**src/sv/rc_pkg.sv**
```systemverilog
// ----------------------------------------------------------------------------
// rc_pkg: radix converter shared types and constants
// Field widths, divider geometry, register indexes and base clamping.
// ----------------------------------------------------------------------------
package rc_pkg;

    localparam int VALUE_W       = 40;
    localparam int NUMBER_W      = 31;
    localparam int BASE_W        = 5;
    localparam int DIGIT_W       = 4;
    localparam int DEC_RADIX     = 10;
    localparam int BITS_PER_STEP = 8;
    localparam int DIV_STEPS     = VALUE_W / BITS_PER_STEP;
    localparam int STEP_W        = $clog2(DIV_STEPS);

    localparam logic CFG_SOURCE_BASE = 1'b0;
    localparam logic CFG_TARGET_BASE = 1'b1;

    localparam logic [BASE_W-1:0] BASE_MIN   = BASE_W'(2);
    localparam logic [BASE_W-1:0] BASE_MAX   = BASE_W'(16);
    localparam logic [BASE_W-1:0] SRC_RESET  = BASE_W'(10);
    localparam logic [BASE_W-1:0] TGT_RESET  = BASE_W'(2);

    typedef struct packed {
        logic                start;
        logic [VALUE_W-1:0]  dividend;
        logic [BASE_W-1:0]   divisor;
    } div_req_t;

    typedef struct packed {
        logic                busy;
        logic                done;
        logic [VALUE_W-1:0]  quotient;
        logic [DIGIT_W-1:0]  remainder;
    } div_rsp_t;

    function automatic logic [BASE_W-1:0] clamp_base(input logic [BASE_W-1:0] b);
        logic [BASE_W-1:0] r;
        r = b;
        if (b < BASE_MIN)
        begin
            r = BASE_MIN;
        end
        else if (b > BASE_MAX)
        begin
            r = BASE_MAX;
        end
        return r;
    endfunction

endpackage

```
**src/sv/rc_ram.sv**
```systemverilog
// ----------------------------------------------------------------------------
// rc_ram: generic single-write, single-read RAM
// One write port, one read port with registered read data.
// ----------------------------------------------------------------------------
module rc_ram #(
    parameter int WIDTH = 4,
    parameter int DEPTH = 40
) (
    input  logic                     clk,
    input  logic                     wr_en,
    input  logic [$clog2(DEPTH)-1:0] wr_addr,
    input  logic [WIDTH-1:0]         wr_data,
    input  logic                     rd_en,
    input  logic [$clog2(DEPTH)-1:0] rd_addr,
    output logic [WIDTH-1:0]         rd_data
);

    logic [WIDTH-1:0] mem [DEPTH];
    logic [WIDTH-1:0] rd_data_reg;

    always_ff @(posedge clk)
    begin
        if (wr_en)
        begin
            mem[wr_addr] <= wr_data;
        end
        if (rd_en)
        begin
            rd_data_reg <= mem[rd_addr];
        end
    end

    assign rd_data = rd_data_reg;

endmodule

```
**src/sv/rc_div_unit.sv**
```systemverilog
// ----------------------------------------------------------------------------
// rc_div_unit: shared iterative divider
// Restoring division of a 40-bit value by a small divisor, eight quotient
// bits per cycle; quotient and remainder are valid in the done cycle.
// ----------------------------------------------------------------------------
module rc_div_unit (
    input  logic            clk,
    input  logic            rst_n,
    input  rc_pkg::div_req_t req,
    output rc_pkg::div_rsp_t rsp
);
    import rc_pkg::*;

    logic [VALUE_W-1:0] acc_reg,  acc_next;
    logic [DIGIT_W-1:0] rem_reg,  rem_next;
    logic [BASE_W-1:0]  dvs_reg,  dvs_next;
    logic [STEP_W-1:0]  step_reg, step_next;
    logic               busy_reg, busy_next;
    logic               done_reg, done_next;

    logic [VALUE_W-1:0] a;
    logic [BASE_W-1:0]  r;

    always_comb
    begin
        a = acc_reg;
        r = BASE_W'(rem_reg);
        for (int j = 0; j < BITS_PER_STEP; j++)
        begin
            r = {r[BASE_W-2:0], a[VALUE_W-1]};
            a = {a[VALUE_W-2:0], 1'b0};
            if (r >= dvs_reg)
            begin
                r    = r - dvs_reg;
                a[0] = 1'b1;
            end
        end
    end

    always_comb
    begin
        acc_next  = acc_reg;
        rem_next  = rem_reg;
        dvs_next  = dvs_reg;
        step_next = step_reg;
        busy_next = busy_reg;
        done_next = 1'b0;
        if (req.start && !busy_reg)
        begin
            acc_next  = req.dividend;
            rem_next  = '0;
            dvs_next  = req.divisor;
            step_next = '0;
            busy_next = 1'b1;
        end
        else if (busy_reg)
        begin
            acc_next  = a;
            rem_next  = r[DIGIT_W-1:0];
            step_next = step_reg + STEP_W'(1);
            if (step_reg == STEP_W'(DIV_STEPS - 1))
            begin
                busy_next = 1'b0;
                done_next = 1'b1;
            end
        end
    end

    always_ff @(posedge clk or negedge rst_n)
    begin
        if (!rst_n)
        begin
            acc_reg  <= '0;
            rem_reg  <= '0;
            dvs_reg  <= BASE_MIN;
            step_reg <= '0;
            busy_reg <= 1'b0;
            done_reg <= 1'b0;
        end
        else
        begin
            acc_reg  <= acc_next;
            rem_reg  <= rem_next;
            dvs_reg  <= dvs_next;
            step_reg <= step_next;
            busy_reg <= busy_next;
            done_reg <= done_next;
        end
    end

    assign rsp.busy      = busy_reg;
    assign rsp.done      = done_reg;
    assign rsp.quotient  = acc_reg;
    assign rsp.remainder = rem_reg;

    a_div_no_restart: assert property (@(posedge clk) disable iff (!rst_n)
        busy_reg |-> !done_reg)
        else $error("divider done while still busy");

    a_div_done_after_busy: assert property (@(posedge clk) disable iff (!rst_n)
        done_reg |-> $past(busy_reg))
        else $error("divider done without a running division");

    a_div_rem_below: assert property (@(posedge clk) disable iff (!rst_n)
        done_reg |-> (BASE_W'(rem_reg) < dvs_reg))
        else $error("remainder not below divisor");

endmodule

```
**src/sv/radix_converter_top.sv**
```systemverilog
// ----------------------------------------------------------------------------
// radix_converter_top: decimal-digit reinterpreting radix converter
// Decimal digits are peeled off and target digits produced by successive
//   divisions on the one shared 8-bit-per-cycle divider; digits then leave
//   the digit RAM one at a time, most significant first, waiting while
//   out_ready holds the output register.
// A new request is taken once the final digit sits in the output register.
// Reset: bases return to 10 and 2, sequencer and output go idle.
// ----------------------------------------------------------------------------
module radix_converter_top #(
    parameter int DECIMAL_DIGITS = 10,
    parameter int MAX_OUT_DIGITS = 40
) (
    input  logic                          clk,
    input  logic                          rst_n,
    input  logic                          cfg_wr_en,
    input  logic                          cfg_addr,
    input  logic [rc_pkg::BASE_W-1:0]     cfg_wdata,
    input  logic                          in_valid,
    output logic                          in_ready,
    input  logic [rc_pkg::NUMBER_W-1:0]   number_in,
    output logic                          out_valid,
    input  logic                          out_ready,
    output logic [rc_pkg::DIGIT_W-1:0]    digit,
    output logic                          last
);
    import rc_pkg::*;

    localparam int DEC_CNT_W = $clog2(DECIMAL_DIGITS + 1);
    localparam int CNT_W     = $clog2(MAX_OUT_DIGITS + 1);
    localparam int ADDR_W    = $clog2(MAX_OUT_DIGITS);

    typedef enum logic [2:0] {
        S_IDLE,
        S_DEC_START,
        S_DEC_WAIT,
        S_CONV_CHK,
        S_CONV_WAIT,
        S_EMIT_RD,
        S_EMIT_OUT
    } state_t;

    state_t                state_reg,   state_next;
    logic [BASE_W-1:0]     src_base_reg, src_base_next;
    logic [BASE_W-1:0]     tgt_base_reg, tgt_base_next;
    logic [BASE_W-1:0]     sb_reg,      sb_next;
    logic [BASE_W-1:0]     tb_reg,      tb_next;
    logic [NUMBER_W-1:0]   num_reg,     num_next;
    logic [VALUE_W-1:0]    value_reg,   value_next;
    logic [VALUE_W-1:0]    weight_reg,  weight_next;
    logic [DEC_CNT_W-1:0]  dec_cnt_reg, dec_cnt_next;
    logic [CNT_W-1:0]      cnt_reg,     cnt_next;
    logic [ADDR_W-1:0]     emit_idx_reg, emit_idx_next;
    logic                  out_valid_reg, out_valid_next;
    logic [DIGIT_W-1:0]    digit_reg,   digit_next;
    logic                  last_reg,    last_next;

    div_req_t              req;
    div_rsp_t              rsp;

    logic                  ram_wr_en;
    logic [ADDR_W-1:0]     ram_wr_addr;
    logic [DIGIT_W-1:0]    ram_wr_data;
    logic                  ram_rd_en;
    logic [DIGIT_W-1:0]    ram_rd_data;

    rc_div_unit u_div (
        .clk   (clk),
        .rst_n (rst_n),
        .req   (req),
        .rsp   (rsp)
    );

    rc_ram #(
        .WIDTH (DIGIT_W),
        .DEPTH (MAX_OUT_DIGITS)
    ) u_digit_ram (
        .clk     (clk),
        .wr_en   (ram_wr_en),
        .wr_addr (ram_wr_addr),
        .wr_data (ram_wr_data),
        .rd_en   (ram_rd_en),
        .rd_addr (emit_idx_reg),
        .rd_data (ram_rd_data)
    );

    always_comb
    begin
        state_next     = state_reg;
        src_base_next  = src_base_reg;
        tgt_base_next  = tgt_base_reg;
        sb_next        = sb_reg;
        tb_next        = tb_reg;
        num_next       = num_reg;
        value_next     = value_reg;
        weight_next    = weight_reg;
        dec_cnt_next   = dec_cnt_reg;
        cnt_next       = cnt_reg;
        emit_idx_next  = emit_idx_reg;
        out_valid_next = out_valid_reg;
        digit_next     = digit_reg;
        last_next      = last_reg;
        req.start      = 1'b0;
        req.dividend   = value_reg;
        req.divisor    = tb_reg;
        ram_wr_en      = 1'b0;
        ram_wr_addr    = cnt_reg[ADDR_W-1:0];
        ram_wr_data    = rsp.remainder;
        ram_rd_en      = 1'b0;

        if (cfg_wr_en)
        begin
            case (cfg_addr)
                CFG_SOURCE_BASE: src_base_next = cfg_wdata;
                CFG_TARGET_BASE: tgt_base_next = cfg_wdata;
                default: ;
            endcase
        end

        if (out_valid_reg && out_ready)
        begin
            out_valid_next = 1'b0;
        end

        case (state_reg)
            S_IDLE:
            begin
                if (in_valid)
                begin
                    num_next     = number_in;
                    value_next   = '0;
                    weight_next  = VALUE_W'(1);
                    dec_cnt_next = '0;
                    sb_next      = clamp_base(src_base_reg);
                    tb_next      = clamp_base(tgt_base_reg);
                    state_next   = S_DEC_START;
                end
            end
            S_DEC_START:
            begin
                if (num_reg == '0 || dec_cnt_reg == DEC_CNT_W'(DECIMAL_DIGITS))
                begin
                    cnt_next   = '0;
                    state_next = S_CONV_CHK;
                end
                else
                begin
                    req.start    = 1'b1;
                    req.dividend = VALUE_W'(num_reg);
                    req.divisor  = BASE_W'(DEC_RADIX);
                    state_next   = S_DEC_WAIT;
                end
            end
            S_DEC_WAIT:
            begin
                if (rsp.done)
                begin
                    num_next     = rsp.quotient[NUMBER_W-1:0];
                    value_next   = value_reg + VALUE_W'(rsp.remainder) * weight_reg;
                    weight_next  = weight_reg * VALUE_W'(sb_reg);
                    dec_cnt_next = dec_cnt_reg + DEC_CNT_W'(1);
                    state_next   = S_DEC_START;
                end
            end
            S_CONV_CHK:
            begin
                if (value_reg == '0 && cnt_reg == '0)
                begin
                    ram_wr_en     = 1'b1;
                    ram_wr_data   = '0;
                    cnt_next      = CNT_W'(1);
                    emit_idx_next = '0;
                    state_next    = S_EMIT_RD;
                end
                else if (value_reg == '0 || cnt_reg == CNT_W'(MAX_OUT_DIGITS))
                begin
                    emit_idx_next = ADDR_W'(cnt_reg - CNT_W'(1));
                    state_next    = S_EMIT_RD;
                end
                else
                begin
                    req.start  = 1'b1;
                    state_next = S_CONV_WAIT;
                end
            end
            S_CONV_WAIT:
            begin
                if (rsp.done)
                begin
                    ram_wr_en  = 1'b1;
                    value_next = rsp.quotient;
                    cnt_next   = cnt_reg + CNT_W'(1);
                    state_next = S_CONV_CHK;
                end
            end
            S_EMIT_RD:
            begin
                ram_rd_en  = 1'b1;
                state_next = S_EMIT_OUT;
            end
            S_EMIT_OUT:
            begin
                if (!out_valid_reg || out_ready)
                begin
                    out_valid_next = 1'b1;
                    digit_next     = ram_rd_data;
                    last_next      = (emit_idx_reg == '0);
                    if (emit_idx_reg == '0)
                    begin
                        state_next = S_IDLE;
                    end
                    else
                    begin
                        emit_idx_next = emit_idx_reg - ADDR_W'(1);
                        state_next    = S_EMIT_RD;
                    end
                end
            end
            default:
            begin
                state_next = S_IDLE;
            end
        endcase
    end

    always_ff @(posedge clk or negedge rst_n)
    begin
        if (!rst_n)
        begin
            state_reg     <= S_IDLE;
            src_base_reg  <= SRC_RESET;
            tgt_base_reg  <= TGT_RESET;
            sb_reg        <= SRC_RESET;
            tb_reg        <= TGT_RESET;
            num_reg       <= '0;
            value_reg     <= '0;
            weight_reg    <= '0;
            dec_cnt_reg   <= '0;
            cnt_reg       <= '0;
            emit_idx_reg  <= '0;
            out_valid_reg <= 1'b0;
            digit_reg     <= '0;
            last_reg      <= 1'b0;
        end
        else
        begin
            state_reg     <= state_next;
            src_base_reg  <= src_base_next;
            tgt_base_reg  <= tgt_base_next;
            sb_reg        <= sb_next;
            tb_reg        <= tb_next;
            num_reg       <= num_next;
            value_reg     <= value_next;
            weight_reg    <= weight_next;
            dec_cnt_reg   <= dec_cnt_next;
            cnt_reg       <= cnt_next;
            emit_idx_reg  <= emit_idx_next;
            out_valid_reg <= out_valid_next;
            digit_reg     <= digit_next;
            last_reg      <= last_next;
        end
    end

    assign in_ready  = (state_reg == S_IDLE);
    assign out_valid = out_valid_reg;
    assign digit     = digit_reg;
    assign last      = last_reg;

    a_ram_addr_in_range: assert property (@(posedge clk) disable iff (!rst_n)
        ram_wr_en |-> (cnt_reg < CNT_W'(MAX_OUT_DIGITS)))
        else $error("digit write beyond buffer");

    a_start_when_free: assert property (@(posedge clk) disable iff (!rst_n)
        req.start |-> !rsp.busy)
        else $error("divider started while busy");

    a_done_expected: assert property (@(posedge clk) disable iff (!rst_n)
        rsp.done |-> (state_reg == S_DEC_WAIT || state_reg == S_CONV_WAIT))
        else $error("divider result with no waiting step");

    a_idle_divider_free: assert property (@(posedge clk) disable iff (!rst_n)
        (state_reg == S_IDLE) |-> !rsp.busy)
        else $error("divider busy while idle");

    a_emit_has_digits: assert property (@(posedge clk) disable iff (!rst_n)
        (state_reg == S_EMIT_RD) |-> (cnt_reg != '0))
        else $error("emitting with empty digit buffer");

endmodule
```
**config.mk**
```make
export PLATFORM = sky130hd
export DESIGN_NAME = radix_converter_top
export DESIGN_NICKNAME = d
export VERILOG_FILES = /design/src/sv/rc_pkg.sv /design/src/sv/rc_ram.sv /design/src/sv/rc_div_unit.sv /design/src/sv/radix_converter_top.sv
export SDC_FILE = /design/constraint.sdc
export NUM_CORES = 1
export LEC_CHECK = 0
export BUFFER_PORTS_ARGS = -buffer_cell sky130_fd_sc_hd__buf_2
export CAP_MARGIN = 20
export CORE_MARGIN = 4
export CORE_UTILIZATION = 70
export CTS_BUF_LIST = sky130_fd_sc_hd__clkbuf_8
export DETAILED_ROUTE_END_ITERATION = 8
export GPL_TIMING_DRIVEN = 0
export PLACE_DENSITY = 0.85
export SLEW_MARGIN = 20
export SYNTH_ARGS = -nofsm -noshare
export SYNTH_HDL_FRONTEND = slang
export SYNTH_HIERARCHICAL = 1
export SYNTH_SLANG_ARGS = --single-unit
export TNS_END_PERCENT = 10
```
**constraint.sdc**
```tcl
create_clock -name clk -period 26 [get_ports clk]
set_clock_uncertainty 0.1 [all_clocks]
set_input_delay 5.2 -clock clk [delete_from_list [all_inputs] [get_ports clk]]
set_output_delay 5.2 -clock clk [all_outputs]
set_load 0.02 [all_outputs]
```
# Word-level counts from Yosys, hierarchy flattened
# Memories as Yosys holds them, arrays and structs flattened. A register that Yosys moved wholly into a read port is not among the register bits.
# Index checks and enable logic that the tools add are counted.
# W data, S select, Z words.
[totals] ramBits=160 in_bits=42 reg_bits=210 mem_count=1
[classes] mul=2 eq_ne=17 n_mux=79 add_sub_neg=14 n_reduce_logical=27 order_cmp=12 n_bitwise=1
[mem_list] name="u_digit_ram.mem" depth=40 width=4 rd=1 rd_clocked_by_memory_dff=1 wr=1 line_no="rc_ram.sv:18" rtl="logic [WIDTH-1:0] mem [DEPTH];"
[ops] cell="$mux W40" n=7
[ops] cell="$pmux W40 S3" n=1
[ops] cell="$pmux W40 S2" n=1
[ops] cell="$mux W31" n=2
[ops] cell="$pmux W31 S2" n=1
[ops] cell="$mux W4" n=14
[ops] cell="$mux W46" n=1
[ops] cell="$mux W45" n=1
[ops] cell="$mux W6" n=7
[ops] cell="$add A40 B40 Y40" n=1
[ops] cell="$ge A5 B5 Y1" n=8
[ops] cell="$logic_not A40 Y1" n=1
[ops] cell="$mul A4 B40 Y40" n=1
[ops] cell="$mul A40 B5 Y40" n=1
[ops] cell="$sub A4 B4 Y4" n=8
[ops] cell="$logic_not A31 Y1" n=1
[ops] cell="$mux W1" n=26
[ops] cell="$mux W3" n=8
[ops] cell="$pmux W3 S7" n=1
[ops] cell="$mux W5" n=4
[ops] cell="$pmux W6 S3" n=1
[ops] cell="$reduce_and A4 Y1" n=4
[ops] cell="$eq A3 B3 Y1 const B" n=4
[ops] cell="$logic_not A6 Y1" n=2
[ops] cell="25 further kinds" n=46

# Depth between registers and ports, before layout
# Gate-level depths: netlist of the first run.
[depth] ltp_word=18 mapped_depth=52

# Modules after synthesis
# Netlist of the first run, hierarchy kept.
[modules_own_cells] mod="radix_converter_top" area_each_um2=18850.6 seq_area_each_um2=3911.3 instances=1 cells_per_inst=2212
[modules_own_cells] mod="rc_ram" area_each_um2=6771.5 seq_area_each_um2=4924.7 instances=1 cells_per_inst=385
[modules_own_cells] mod="rc_div_unit" area_each_um2=4117.7 seq_area_each_um2=1352.5 instances=1 cells_per_inst=447

# Least setup slack after synthesis of the first run
# No wires, ideal clock.
[synth_timing] path_type="reg2reg" from="reg u_div.dvs_reg[1]" to="reg u_div.rem_reg[3]" arrival_ns=9.650 slack_ns=16.124 setup_ns=0.126 path_buffers=0 period_less_slack_ns=9.876 path_stages_with_launch=47 cell_sequence="dfstp_2 -> inv_1 -> ha_1 -> a21o_1 -> a31oi_1 -> o21ai_2 -> mux2_4 -> ha_1 -> a21o_1 -> a31oi_1 -> o21ai_2 -> o21ai_0 -> inv_1 -> ha_1 -> a21o_1 -> a31oi_1 -> o21ai_1 -> nor2_1 -> [11 not listed] -> nor2_1 -> a21oi_1 -> ha_1 -> a21oi_1 -> o21ai_1 -> a21bo_2 -> inv_1 -> mux2_2 -> ha_1 -> nand2_1 -> o21ai_1 -> mux2i_1 -> ha_1 -> a21oi_1 -> o21ai_0 -> a41oi_1 -> nor2_1 -> a221o_1"
[synth_via] elab_chain_cells=18
[synth_rtl] element="start: declaration" line_no="rc_div_unit.sv:16" rtl="logic [BASE_W-1:0] dvs_reg, dvs_next;"
[synth_rtl] element="start signal: assignment" line_no="rc_div_unit.sv:84" rtl="dvs_reg <= dvs_next;"
[synth_rtl] element="$sub A4 B4 Y4 / $ge A5 B5 Y1 (equally long branches)" line_no="rc_div_unit.sv:34, rc_div_unit.sv:32"
[synth_rtl] element="$mux W4" line_no="rc_div_unit.sv:32" rtl="if (r >= dvs_reg)"
[synth_rtl] element="$sub A4 B4 Y4 / $ge A5 B5 Y1 (equally long branches)" line_no="rc_div_unit.sv:34, rc_div_unit.sv:32"
[synth_rtl] element="$mux W4" line_no="rc_div_unit.sv:32"
[synth_rtl] element="$sub A4 B4 Y4 / $ge A5 B5 Y1 (equally long branches)" line_no="rc_div_unit.sv:34, rc_div_unit.sv:32"
[synth_rtl] element="$mux W4" line_no="rc_div_unit.sv:32"
[synth_rtl] element="$ge A5 B5 Y1 / $sub A4 B4 Y4 (equally long branches)" line_no="rc_div_unit.sv:32, rc_div_unit.sv:34"
[synth_rtl] element="$mux W4" line_no="rc_div_unit.sv:32"
[synth_rtl] element="[2 not listed]"
[synth_rtl] element="$sub A4 B4 Y4 / $ge A5 B5 Y1 (equally long branches)" line_no="rc_div_unit.sv:34, rc_div_unit.sv:32"
[synth_rtl] element="$mux W4" line_no="rc_div_unit.sv:32"
[synth_rtl] element="$ge A5 B5 Y1 / $sub A4 B4 Y4 (equally long branches)" line_no="rc_div_unit.sv:32, rc_div_unit.sv:34"
[synth_rtl] element="$mux W4" line_no="rc_div_unit.sv:32"
[synth_rtl] element="$sub A4 B4 Y4 / $ge A5 B5 Y1 (equally long branches)" line_no="rc_div_unit.sv:34, rc_div_unit.sv:32"
[synth_rtl] element="$mux W4 (*)" line_no="rc_div_unit.sv:32"
[synth_rtl] element="$mux W4 (*)" line_no="rc_div_unit.sv:56" rtl="else if (busy_reg)"
[synth_rtl] element="$mux W4 (*)" line_no="rc_div_unit.sv:48" rtl="if (req.start && !busy_reg)"
[synth_rtl] element="end signal: assignment" line_no="rc_div_unit.sv:83" rtl="rem_reg <= rem_next;"
[synth_rtl] element="end: declaration" line_no="rc_div_unit.sv:15" rtl="logic [DIGIT_W-1:0] rem_reg, rem_next;"
# Mark *: on every way between the ends. The rest lies on a longest branch, timed or not. The select of a mux whose other input is x is not followed.
# A chain may end at the register's enable or synchronous reset.

# Worst setup path in the final report of the first run
[layout_timing] from="reg u_div.dvs_reg[1]" to="reg u_div.rem_reg[2]"
# Same word-level chain as after synthesis.

==> qor.csv, run 1 <==
metric,value,unit
regMostFlops,u_digit_ram/mem,
grt_pass1_wl,130.6,mm
post-cts-setup-buffers,0,
avgSynthCellArea,9.771,sq um
rsz0062_at_grt,no,
drtIter0Drc,2428,
crit_path_frequent_cell,ha_1,
final_common_cell,inv_1,
start_util,0.7088,
hold_viol_final,0,
hold_ws,0.3218,ns
worst_pin_slew,1.002,ns
design.core.area,41950,sq um
h-tree-depth,2,
grt_pass1_vias,24450,
worstSetupStartpointType,flip-flop,
clk_pin_slew,0.06,ns
setup_violations,0,
synth_area,29730,sq um
slew_headroom,0.3285,
grt_max_degree,83,
p_per_area,36.49,nW/um^2
postCtsHoldBufs,0,
min_path_type,reg -> reg,
cts_resized,0,
final_antenna_net_count,0,
max_freq,82.31,MHz
largest_register_ffs,160,
crit_buf_inv,3,
tns,0,ns
first_pass_iters,6,
cts_tree,built,
fin_crit,12.15,ns
die_area,45840,sq um
grt_use_total,0.3540,
gp_congestion,0.9479,
synthToLayoutAreaGrowth,7.642,%
clk_latency,0.70,ns
fin_crit_sh,0.4673,
nets,3558,
cp_slowest_cell,dfstp_2,
ir_drop,0.06091,mV
synthCells,3043,
drv_slew,0,
regToRegSetupSlack,13.85,ns
drc_errors,0,
clockBufferDepth,3,
maxCapViolCount,0,
root_buffer,clkbuf_8,
die_h,214.1,microns
antenna_found_initial,0,
grt_overflow,0,
wl_per_cell,21.44,microns
post-dp-hpwl,61.39,mm
routed_wl,80.29,mm
drive_above_1_share,0.08552,
end_kind,flip-flop,
dieWidth,214.1,microns
port_buffers,48,
power,1.168,mW
via_per_inst,6.284,
num_rows,75,
boundaryPins,49,
power.leakage,13.84,nW
clock_sinks,374,
vias,23530,
ys_warn_count,6,
syn_nets,3442,
worst_ep_arrival_time,12.61,ns
worst_path_largest_cell_delay,0.73,ns
final_cell_mix,"inv_1 (359), nand2_1 (357), and2_1 (264)",
status,finished clean,
cp_max_fo,10,
critical_path_class,reg -> reg,
cts_buffers,61,
path_delay_family,compound AO/OA/AOI/OAI gates,
cp.required,26.46,ns
-- power breakdown --
group          internal [mW]  switching (mW)
Clock                  0.263           0.248
Combinational         0.0126          0.0212
Sequential             0.618         0.00475
-- area by class of cell --
class	instances	area, sq um
Clock inverter	43	297.8
Inverter	345	1295
Sequential cell	374	10190
Clock buffer	65	894.6
Multi-Input combinational cell	2157	17550
Timing Repair Buffer	53	367.9
Tap cell	539	674.4
Fill cell	2828	9942
Buffer	167	733.2
Antenna cell	1	2.502
-- metal layers --
metal,GRT usage,up-vias,share of wire
li1,-,10520,-
met1,0.4692,11450,0.39
met2,0.5749,1278,0.47
met3,0.07156,276,0.091
met4,0.1543,0,0.049
met5,0,-,0
-- path summary, 6_finish.rpt --
check | start | end | depth (start not counted)
max in group asynchronous | rst_n | sb_reg[1] | 3
min | src_base_reg[4] | sb_reg[1] | 1
min reg2reg | src_base_reg[4] | sb_reg[1] | 1
min in group asynchronous | rst_n | u_div/step_reg[0] | 1
max reg2reg | u_div/dvs_reg[1] | u_div/rem_reg[2] | 45
max | u_div/dvs_reg[1] | u_div/rem_reg[2] | 45
-- per-stage QoR --
stage | cells | setup WS [ns] | utilization | instance area [sq um]
finish | 3744 | 13.85 | 0.7630 | 32000
global route | 3743 | 13.03 | 0.7629 | 32000
floorplan | 3043 | 16.12 | - | 29730
detailed placement | 3635 | 14.09 | 0.7345 | 30810
CTS | 3743 | 14.04 | 0.7629 | 32000
global placement | 3630 | 14.47 | 0.7306 | 30650
Power figures use the tool's default switching activity.
==> inputs of run 2 (changes only) <==
--- a/config.mk
+++ b/config.mk
@@ -8,11 +8,11 @@
 export BUFFER_PORTS_ARGS = -buffer_cell sky130_fd_sc_hd__buf_2
 export CAP_MARGIN = 20
 export CORE_MARGIN = 4
-export CORE_UTILIZATION = 70
+export CORE_UTILIZATION = 60
 export CTS_BUF_LIST = sky130_fd_sc_hd__clkbuf_8
 export DETAILED_ROUTE_END_ITERATION = 8
 export GPL_TIMING_DRIVEN = 0
-export PLACE_DENSITY = 0.85
+export PLACE_DENSITY = 0.78
 export SLEW_MARGIN = 20
 export SYNTH_ARGS = -nofsm -noshare
 export SYNTH_HDL_FRONTEND = slang
==> constraint.sdc (replaced) <==
create_clock -name clk -period 10.9 [get_ports clk]
set_clock_uncertainty 0.1 [all_clocks]
set_input_delay 2.18 -clock clk [delete_from_list [all_inputs] [get_ports clk]]
set_output_delay 2.18 -clock clk [all_outputs]
set_load 0.02 [all_outputs]
==> run 2 against run 1 <==
- non-clock buffer count up 25
- cell count up 4.2%
- routed wire length rose by 1.4%
- sequential power increased by 140%
- hold slack gained 0.032 ns
==> qor.csv, run 2 (same netlist as run 1, synthesis figures left out) <==
metric,value,unit
stdcell_area,32640,sq um
worstSetupStartpointType,flip-flop,
fin_crit,10.49,ns
hold_ws,0.3539,ns
drc_errors,0,
drv_slew,0,
crit_buf_inv,5,
routed_wl,81.43,mm
tns,0,ns
diodes,0,
clk_latency,0.66,ns
root_buffer,clkbuf_8,
post-dp-hpwl,62.15,mm
die_h,230.6,microns
antenna_found_initial,1,
num_rows,81,
ir_drop,0.07624,mV
setup_violations,0,
final_common_cell,inv_1,
wl_per_cell,20.86,microns
worst_ep_arrival_time,10.93,ns
dieWidth,230.6,microns
drtIter0Drc,2230,
h-tree-depth,3,
clk_pin_slew,0.07,ns
boundaryPins,49,
drive_above_1_share,0.09941,
cp.required,11.34,ns
grt_pass1_wl,130.3,mm
synthToLayoutAreaGrowth,9.788,%
largest_register_ffs,160,
worst_path_largest_cell_delay,0.40,ns
grt_overflow,0,
final_antenna_net_count,0,
maxCapViolCount,0,
port_buffers,48,
cp_slowest_cell,ha_1,
end_kind,flip-flop,
cp_max_fo,10,
path_delay_family,compound AO/OA/AOI/OAI gates,
nets,3591,
clockBufferDepth,3,
start_util,0.6074,
status,finished clean,
slew_headroom,0.3091,
vias,23490,
design.core.area,48950,sq um
critical_path_class,reg -> reg,
regMostFlops,u_digit_ram/mem,
cts_tree,built,
worst_pin_slew,1.036,ns
max_freq,95.33,MHz
final_cell_mix,"inv_1 (363), nand2_1 (357), and2_1 (264)",
setup_ws,0.4099,ns
fin_crit_sh,0.9624,
grt_pass1_vias,23910,
clock_sinks,374,
die_area,53180,sq um
p_per_area,87.52,nW/um^2
hold_viol_final,0,
grt_max_degree,90,
min_path_type,reg -> reg,
final_core_util,0.6668,
place_area,31010,sq um
cts_buffers,68,
seqCellArea,10200,sq um
place_ws,-1.045,ns
nFillCells,3819,
multi_input_area,17710,sq um
power.leakage,14.01,nW
postCtsHoldBufs,0,
gp_congestion,0.9428,
first_pass_iters,6,
grt_use_total,0.3074,
via_per_inst,6.018,
crit_path_frequent_cell,ha_1,
==> run 2: cell count changes in the layout (fill, tap and decap cells not counted), moves of 4 or more <==
cell	previous run	this run
buf_4	7	31
inv_1	359	363
clkinv_2	13	3
o21ai_4	0	4
dfrtp_1	203	199
dfrtp_2	0	4
clkinv_1	7	11
clkbuf_8	66	75
==> run 2: final cells by class <==
class | instances | area share
Timing Repair Buffer | 78 | 0.01802
Clock inverter | 43 | 0.007858
Inverter | 345 | 0.03990
Clock buffer | 74 | 0.03120
Buffer | 167 | 0.02254
Tap cell | 664 | 0.02545
Multi-Input combinational cell | 2158 | 0.5426
Sequential cell | 374 | 0.3124
==> run 2: metal layers <==
metal / GRT usage / part of all wire / vias up
met5: 0 / 0.00021 / -
met4: 0.1042 / 0.034 / 2
met1: 0.4249 / 0.41 / 11620
met2: 0.4980 / 0.47 / 1070
met3: 0.05195 / 0.079 / 195
li1: - / - / 10600
==> run 2: where the power goes <==
part | total [mW] | internal (mW) | switching (mW) | leakage, nW
combinational | 0.0803 | 0.0301 | 0.0502 | 9.74
sequential | 1.49 | 1.48 | 0.0117 | 3.56
clock | 1.29 | 0.674 | 0.615 | 0.721
total | 2.86 | 2.18 | 0.677 | 14.0
==> run 2: repair_timing <==
item,CTS,global route
resized for setup,8,30
setup buffers,1,23
endpoints found under the setup margin,5,5
pin swaps,0,8
gates cloned,0,1
==> run 2: worst paths after layout <==
kind	from	endpoint	slack (ns)	depth (start not counted)
setup / recovery	u_div/dvs_reg[2]	u_div/rem_reg[2]	0.41	44
hold / removal	tgt_base_reg[4]	tb_reg[1]	0.35	1
setup reg to reg	u_div/dvs_reg[2]	u_div/rem_reg[2]	0.41	44
hold reg to reg	tgt_base_reg[4]	tb_reg[1]	0.35	1
max in group asynchronous	rst_n	u_div/dvs_reg[1]	8.14	3
min in group asynchronous	rst_n	weight_reg[12]	1.33	1
==> run 2: stage by stage <==
step,power (mW),std cells
final,2.857,3903
after global routing,2.951,3903
after CTS,2.871,3879
after detailed placement,1.593,3761
after global placement,1.587,3755
after floorplan,1.549,3043
